### config.mk
export PLATFORM = sky130hd
export DESIGN_NAME = qvr_divider
export DESIGN_NICKNAME = d
export VERILOG_FILES = /design/src/design/qvr_pkg.sv /design/src/design/qvr_divider.sv
export SDC_FILE = /design/constraint.sdc
export NUM_CORES = 2
export LEC_CHECK = 0
export BUFFER_PORTS_ARGS = -buffer_cell sky130_fd_sc_hd__buf_4
export CORE_MARGIN = 2
export CORE_UTILIZATION = 55
export DETAILED_ROUTE_END_ITERATION = 10
export PLACE_DENSITY = 0.8
export REMOVE_ABC_BUFFERS = 1
export SYNTH_ARGS = -nofsm -noshare
export SYNTH_HDL_FRONTEND = slang
export SYNTH_SLANG_ARGS = --single-unit
### constraint.sdc
create_clock -name clk -period 6.2 [get_ports clk]
set_input_delay 1.24 -clock clk [delete_from_list [all_inputs] [get_ports clk]]
set_output_delay 1.24 -clock clk [all_outputs]
set_load 0.005 [all_outputs]
### src/design/qvr_pkg.sv
// Shared constants for the quaternion vector rotation core.
// No dependencies; used by the core and its divider.
`timescale 1ns / 1ps

package qvr_pkg;

    // Stages of the product and sum datapath ahead of the divider.
    localparam int MathStages = 4;

    // Divider stages around the per-bit chain: magnitude, range check, round.
    localparam int DivPreStages  = 2;
    localparam int DivPostStages = 1;

endpackage

### src/design/qvr_divider.sv
// Pipelined restoring divider with round-half-away and saturation.
// One quotient bit per stage; depends on qvr_pkg.
`timescale 1ns / 1ps

module qvr_divider #(
    parameter int VEC_WIDTH = 24,
    parameter int N_W       = 33,
    parameter int MAG_W     = 61
) (
    input  logic                        clk,
    input  logic                        en,
    input  logic signed [MAG_W-1:0]     num,
    input  logic        [N_W-1:0]       norm,
    output logic signed [VEC_WIDTH-1:0] quot,
    output logic                        sat
);
    import qvr_pkg::*;

    localparam int R_W = N_W + VEC_WIDTH;
    localparam logic [VEC_WIDTH:0] HALF = (VEC_WIDTH+1)'(1) << (VEC_WIDTH - 1);

    logic             neg_a_reg;
    logic [MAG_W-1:0] mag_a_reg;
    logic [N_W-1:0]   n_a_reg;

    logic                 neg_s_reg [VEC_WIDTH+1];
    logic                 ovf_s_reg [VEC_WIDTH+1];
    logic [N_W-1:0]       n_s_reg   [VEC_WIDTH+1];
    logic [R_W-1:0]       rem_s_reg [VEC_WIDTH+1];
    logic [VEC_WIDTH-1:0] q_s_reg   [VEC_WIDTH+1];

    logic signed [VEC_WIDTH-1:0] quot_reg;
    logic                        sat_reg;

    logic [MAG_W-1:0] lim_b;
    logic [R_W-1:0]   rem_f;
    logic [N_W-1:0]   n_f;
    logic             up_f;
    logic [VEC_WIDTH:0] qr_f;
    logic             sat_next;
    logic signed [VEC_WIDTH-1:0] quot_next;

    function automatic logic [MAG_W-1:0] norm_shift(input logic [N_W-1:0] n);
        norm_shift = MAG_W'(n) << VEC_WIDTH;
    endfunction

    always_ff @(posedge clk)
    begin
        if (en)
        begin
            neg_a_reg <= num[MAG_W-1];
            mag_a_reg <= num[MAG_W-1] ? MAG_W'(-num) : MAG_W'(num);
            n_a_reg   <= norm;
        end
    end

    assign lim_b = MAG_W'(norm_shift(n_a_reg));

    // The range check makes the remainder fit R_W bits for the bit chain.
    always_ff @(posedge clk)
    begin
        if (en)
        begin
            neg_s_reg[0] <= neg_a_reg;
            ovf_s_reg[0] <= (mag_a_reg >= lim_b);
            n_s_reg[0]   <= n_a_reg;
            rem_s_reg[0] <= mag_a_reg[R_W-1:0];
            q_s_reg[0]   <= '0;
        end
    end

    for (genvar i = 0; i < VEC_WIDTH; i++)
    begin : g_bit
        localparam int K = VEC_WIDTH - 1 - i;
        logic [R_W-1:0] dsh;
        logic           take;

        assign dsh  = R_W'(n_s_reg[i]) << K;
        assign take = (rem_s_reg[i] >= dsh);

        always_ff @(posedge clk)
        begin
            if (en)
            begin
                neg_s_reg[i+1] <= neg_s_reg[i];
                ovf_s_reg[i+1] <= ovf_s_reg[i];
                n_s_reg[i+1]   <= n_s_reg[i];
                rem_s_reg[i+1] <= take ? rem_s_reg[i] - dsh : rem_s_reg[i];
                q_s_reg[i+1]   <= q_s_reg[i] | (take ? (VEC_WIDTH'(1) << K) : '0);
            end
        end
    end

    always_comb
    begin
        rem_f = rem_s_reg[VEC_WIDTH];
        n_f   = n_s_reg[VEC_WIDTH];
        up_f  = (rem_f[N_W-1:0] >= (n_f - rem_f[N_W-1:0]));
        qr_f  = {1'b0, q_s_reg[VEC_WIDTH]} + (VEC_WIDTH+1)'(up_f);
        if (neg_s_reg[VEC_WIDTH])
        begin
            sat_next  = ovf_s_reg[VEC_WIDTH] || (qr_f > HALF);
            quot_next = sat_next ? VEC_WIDTH'(-HALF) : VEC_WIDTH'(-qr_f);
        end
        else
        begin
            sat_next  = ovf_s_reg[VEC_WIDTH] || (qr_f > HALF - 1'b1);
            quot_next = sat_next ? VEC_WIDTH'(HALF - 1'b1) : VEC_WIDTH'(qr_f);
        end
    end

    always_ff @(posedge clk)
    begin
        if (en)
        begin
            quot_reg <= quot_next;
            sat_reg  <= sat_next;
        end
    end

    assign quot = quot_reg;
    assign sat  = sat_reg;

    // Total depth, checked here at elaboration.
    localparam int Depth = DivPreStages + VEC_WIDTH + DivPostStages;
    if (Depth != VEC_WIDTH + 3)
    begin : g_depth_bad
        $error("divider depth mismatch");
    end
endmodule

# Word level (Yosys, flattened, before mapping)
# Memories as Yosys holds them, arrays and structs flattened.
# Index checks and enable logic that the tools add are counted.
[totals] memories=5 out_inout_bits=25 ram_bits=2900 latch_bits=0 inputBits=96 rom_bits=0 reg_bits=120 elab_cells=148
[classes] n_shift=0 multipliers=0 eq_ne=0 muxes=55 bitwise_logic=24 n_addsub=28 magnitude_cmp=28 n_reduce_logical=2 div_mod_pow=0
[mem_list] name="rem_s_reg" depth=25 word_bits=57 read_ports=25 rd_ports_with_merged_regs=0 write_ports=25 line_no="qvr_divider.sv:29" rtl="logic [R_W-1:0] rem_s_reg [VEC_WIDTH+1];"
[mem_list] name="n_s_reg" depth=25 word_bits=33 read_ports=25 rd_ports_with_merged_regs=0 write_ports=25 line_no="qvr_divider.sv:28" rtl="logic [N_W-1:0] n_s_reg [VEC_WIDTH+1];"
[mem_list] name="q_s_reg" depth=25 word_bits=24 read_ports=25 rd_ports_with_merged_regs=0 write_ports=25 line_no="qvr_divider.sv:30" rtl="logic [VEC_WIDTH-1:0] q_s_reg [VEC_WIDTH+1];"
[mem_list] name="neg_s_reg" depth=25 word_bits=1 read_ports=25 rd_ports_with_merged_regs=0 write_ports=25 line_no="qvr_divider.sv:26" rtl="logic neg_s_reg [VEC_WIDTH+1];"
[mem_list] name="ovf_s_reg" depth=25 word_bits=1 read_ports=25 rd_ports_with_merged_regs=0 write_ports=25 line_no="qvr_divider.sv:27" rtl="logic ovf_s_reg [VEC_WIDTH+1];"
[op_table] cell="$mux 57" count=24
[op_table] cell="$mux 24" count=4
[op_table] cell="$ge 61x57->1" count=1
[op_table] cell="$neg 61->61" count=1
[op_table] cell="$mux 60" count=1
[op_table] cell="$ge 57x33->1" count=1
[op_table] cell="$ge 57x34->1" count=1
[op_table] cell="$ge 57x35->1" count=1
[op_table] cell="$ge 57x36->1" count=1
[op_table] cell="$ge 57x37->1" count=1
[op_table] cell="$ge 57x38->1" count=1
[op_table] cell="$ge 57x39->1" count=1
[op_table] cell="$ge 57x40->1" count=1
[op_table] cell="$ge 57x41->1" count=1
[op_table] cell="$ge 57x42->1" count=1
[op_table] cell="$ge 57x43->1" count=1
[op_table] cell="$ge 57x44->1" count=1
[op_table] cell="$ge 57x45->1" count=1
[op_table] cell="$ge 57x46->1" count=1
[op_table] cell="$ge 57x47->1" count=1
[op_table] cell="$ge 57x48->1" count=1
[op_table] cell="$ge 57x49->1" count=1
[op_table] cell="$ge 57x50->1" count=1
[op_table] cell="$ge 57x51->1" count=1
[op_table] cell="83 further kinds" count=87

# Longest topological paths before layout
# An unclocked memory read counts as a cell.
[logic_depth] ltp_word=8 depth_mapped=41 mapped_depth_nobuf=39

# Worst setup path after synthesis
# OpenSTA, ideal clock, no wires.
[synth_path] kind="register to register" start="memory n_s_reg[24][0], in the netlist n_s_reg[1][264]" end="register quot_reg[12], in the netlist quot[12] (data pin)" t_arrival_ns=6.559 required_ns=6.041 path_stages_with_launch=40 period_less_slack_ns=6.718 setup_ns=0.159 path_buffers=3 path_slack_ns=-0.518 path_cell_list="edfxtp_1 -> inv_1 -> ha_1 -> inv_1 -> fa_1 -> a21o_1 -> a21oi_1 -> nand2b_1 -> a21oi_1 -> o211a_1 -> nor2b_1 -> o21ba_2 -> o21bai_1 -> a21oi_1 -> xor2_1 -> ha_1 -> a21o_1 -> a21o_1 -> [... 4 more ...] -> a21oi_1 -> nor2b_1 -> o21ai_0 -> nand3_1 -> ha_1 -> ha_1 -> and4_1 -> clkbuf_1 -> nand2_1 -> xnor2_1 -> nand4_1 -> or4_1 -> o41a_1 -> and2_1 -> buf_6 -> buf_6 -> o21bai_1 -> a22oi_1"
[synth_rtl] element="start: declaration" line_no="qvr_divider.sv:28"
[synth_rtl] element="end signal: assignment" line_no="qvr_divider.sv:116" rtl="quot_reg <= quot_next;"
[synth_rtl] element="end: declaration" line_no="qvr_divider.sv:32" rtl="logic signed [VEC_WIDTH-1:0] quot_reg;"

==> results.sh <==
export IMPL_vias=97600
export IMPL_cts_buffer_depth=4
export IMPL_critPathArrivalTime_ns=7.78
export IMPL_area_growth_pct=11.7
export IMPL_clock_skew_ns=0.0810
export IMPL_ys_seq_elements=2696
export IMPL_cts_root_buffer="clkbuf_16"
export IMPL_clockPowerShare=0.224
export IMPL_min_to="q_s_reg[3][20]"
export IMPL_hold_depth=0
export IMPL_coreArea_um2=262000
export IMPL_layout_drive_gt1_share=0.0899
export IMPL_die_area_um2=268000
export IMPL_swShare=0.349
export IMPL_grt_use_total=0.235
export IMPL_dieWidth_um=517
export IMPL_grt_busiest_layer="met2"
export IMPL_synth_cell_type_count=93
export IMPL_hold_viol=0
export IMPL_relSlewSlack=0.129
export IMPL_max_stage_delay_ns=0.50
export IMPL_reg2reg_from="n_s_reg[1][264]"
export IMPL_grt_util_met1=0.215
export IMPL_syn_area_per_cell_um2=11.4
export IMPL_synth_top_cell_area_share=0.559
export IMPL_ios=121
export IMPL_tns_ns=-17.46
export IMPL_r2r_slack_ns=-0.82
export IMPL_peakVddDrop_v=0.000358
export IMPL_synth_edff_count=2696
export IMPL_grt_max_degree=166
export IMPL_postSynth_asyncResetShare=0
export IMPL_power_switching_mw=26.2
export IMPL_required_ns=6.95
export IMPL_wl_um=317000
export IMPL_clock_sinks=2696
export IMPL_p_leak_nw=64.0
export IMPL_cp_start_kind="flip-flop"
export IMPL_placed_area_um2=152000
export IMPL_place_congestion=0.992
export IMPL_drt_iter0_drc=5889
export IMPL_grt_overflow_total=0
export IMPL_vias_per_cell=5.77
export IMPL_synth_area_leaders="edfxtp_1 (56%), ha_1 (7.7%), xnor2_1 (3.6%)"
export IMPL_layout_commonest_cell="edfxtp_1"
export IMPL_h_tree_depth=5
export IMPL_synth_main_ff_cell="edfxtp_1"
export IMPL_seq_area_frac_synth=0.559
export IMPL_stdcell_area_um2=162000
export IMPL_r2r_cells=37
export IMPL_ys_warn_count=0
export IMPL_violations="negative setup slack"
export IMPL_reg2reg_to="quot[6]"
export IMPL_antenna_found_initial=3
export IMPL_cts_buffers_inserted=298
export IMPL_seqCellArea_um2=81000
export IMPL_power_frac_comb=0.404
export IMPL_clock_latency_ns=0.96
export IMPL_status="finished with violations"
export IMPL_path_class="reg -> reg"
export IMPL_cts_hold_buffers=0
export IMPL_drc=0
export IMPL_finalSetupViolCount=25
export IMPL_synthCells=12800
export IMPL_end_kind="flip-flop"
export IMPL_crit_path_max_fanout=5
export IMPL_use_met3=0.0270
export IMPL_clk_pin_slew_ns=0.05
export IMPL_p_seq_frac=0.372
export IMPL_fin_cells=16900
export IMPL_post_route_min_period_ns=7.02
export IMPL_dp_worst_setup_slack_ns=-1.86
export IMPL_initial_utilization=0.552
export IMPL_ant_nets=0
export IMPL_p_int_mw=48.8
export IMPL_maxCapViolCount=0
export IMPL_numPlacedInstances=16400
export IMPL_p_per_area_nw_per_um2=464
export IMPL_final_cell_mix="edfxtp_1 (2696), inv_1 (1116), a21oi_1 (975), nand2_1 (932), ha_1 (890)"
export IMPL_multi_input_area_um2=59300
export IMPL_cp_slowest_cell="or4_4"
export IMPL_syn_area_um2=145000
export IMPL_largest_reg_flops=1401
export IMPL_min_path_type="reg -> reg"
export IMPL_fillers=20100
export IMPL_rsz0062_at_grt="yes"
export IMPL_grt_pass1_vias=99700
export IMPL_drtPass1Iterations=6
export IMPL_layout_nets=14200
export IMPL_rows=188
export IMPL_postLayoutSetupSlackWorst_ns=-0.824
export IMPL_fin_crit_sh=1.13
export IMPL_max_freq_mhz=142
export IMPL_dp_hpwl_um=237000
export IMPL_worst_pin_slew_ns=1.29
export IMPL_grt_pass1_wl_um=501000
export IMPL_yosys_area_top_type="edfxtp_1"
export IMPL_slew_violations=0
export IMPL_grtUsageMet2=0.459
export IMPL_holdCritStartpoint="q_s_reg[2][92]"
export IMPL_wire_per_inst_um=18.7
export IMPL_cts_tree="yes"
export IMPL_dieHeight_um=517
export IMPL_port_buffers=120
-- cell families (layout without fill, tap and decap cells) --
| family | after synthesis | in the layout | synth area share |
|---|---|---|---|
| AOI/OAI and AO/OA | 3145 | 3145 | 0.133 |
| xor gates and xnor gates | 1059 | 1059 | 0.0640 |
| muxes | 158 | 158 | 0.0122 |
| and+or+nand+nor | 3334 | 3334 | 0.113 |
| adders and majority gates | 921 | 921 | 0.0808 |
| DFF | 2696 | 2696 | 0.559 |
| buffers and inverters | 1438 | 2087 | 0.0375 |
| other | 0 | 1 | 0 |
-- worst max-delay path, delay by kind of cell, from the launching register on --
| kind | cells | cell delay, ns |
|---|---|---|
| xor+xnor | 1 | 0.08 |
| simple gates | 9 | 2.05 |
| compound gates | 15 | 2.43 |
| fa+ha+maj | 5 | 1.15 |
| flops | 1 | 0.37 |
| buf+inv | 7 | 0.76 |
-- routing by layer --
layer	vias to the layer above	part of all wire
li1	47700	-
met1	46300	0.33
met2	2527	0.54
met3	1058	0.033
met4	0	0.090
met5	-	0
-- area by class of cell --
class / instances / share of cell area
antenna: 1 / 0.0000155
clock buffer: 352 / 0.0484
clock inverter: 150 / 0.00817
inverter: 1122 / 0.0260
multi-input combinational: 8617 / 0.366
sequential: 2696 / 0.500
tap: 3515 / 0.0272
timing repair buffer: 463 / 0.0236
-- through the flow --
stage	total power, mW	hold WS [ns]	util
finish	75.0	0.404	0.617
global route	79.6	0.410	0.617
CTS	74.8	0.390	0.616
detailed placement	57.3	0.405	0.578
global placement	56.6	0.401	0.578
floorplan	49.0	0.400	-
-- cell usage after synthesis (all sizes together), types with 34 or more instances --
master and count:
o21a 94, or3 86, a21oi 999, xnor2 588
o31ai 80, a21o 514, nand3 231, nand2b 185
xor2 471, and4 34, a21boi 35, a31oi 103
nor2b 149, nor4 168, o21ai 836, or2 46
ha 896, edfxtp 2696, nor3 213, buf 41
inv 1122, nand2 936, and2 52, mux2 146
o21bai 104, clkbuf 275, a211oi 62, and3 100
or4 57, nor2 793, nand4 171, o211ai 37
-- power by group through the flow --
stage	combinational, mW	sequential, mW	clock [mW]
2_1_floorplan	21.7	27.3	0
3_3_place_gp	28.6	28.0	0
3_5_place_dp	29.1	28.2	0
4_1_cts	30.0	27.8	17.1
5_1_grt	33.6	28.3	17.7
6_report	30.3	27.9	16.8
-- what timing repair did --
action,4_1_cts,5_1_grt
gates cloned,4,0
buffers inserted,34,11
endpoints found under the setup margin,25,25
gates resized for setup,112,47
endpoints found under the hold margin,0,0
pin swaps,51,41
-- worst max-delay path by stage --
stage | from | end | slack [ns] | cells after the start
finish | n_s_reg[1][264] | quot[6] | -0.82 | 37
global route | n_s_reg[1][264] | quot[15] | -1.21 | 40
CTS | n_s_reg[1][264] | quot[4] | -0.90 | 39
detailed placement | n_s_reg[1][265] | quot[2] | -1.86 | 37
global placement | rem_s_reg[12][1] | quot[4] | -1.80 | 37
floorplan | rem_s_reg[4][15] | rem_s_reg[4][105] | -1.51 | 15
Power figures use the tool's default switching activity.
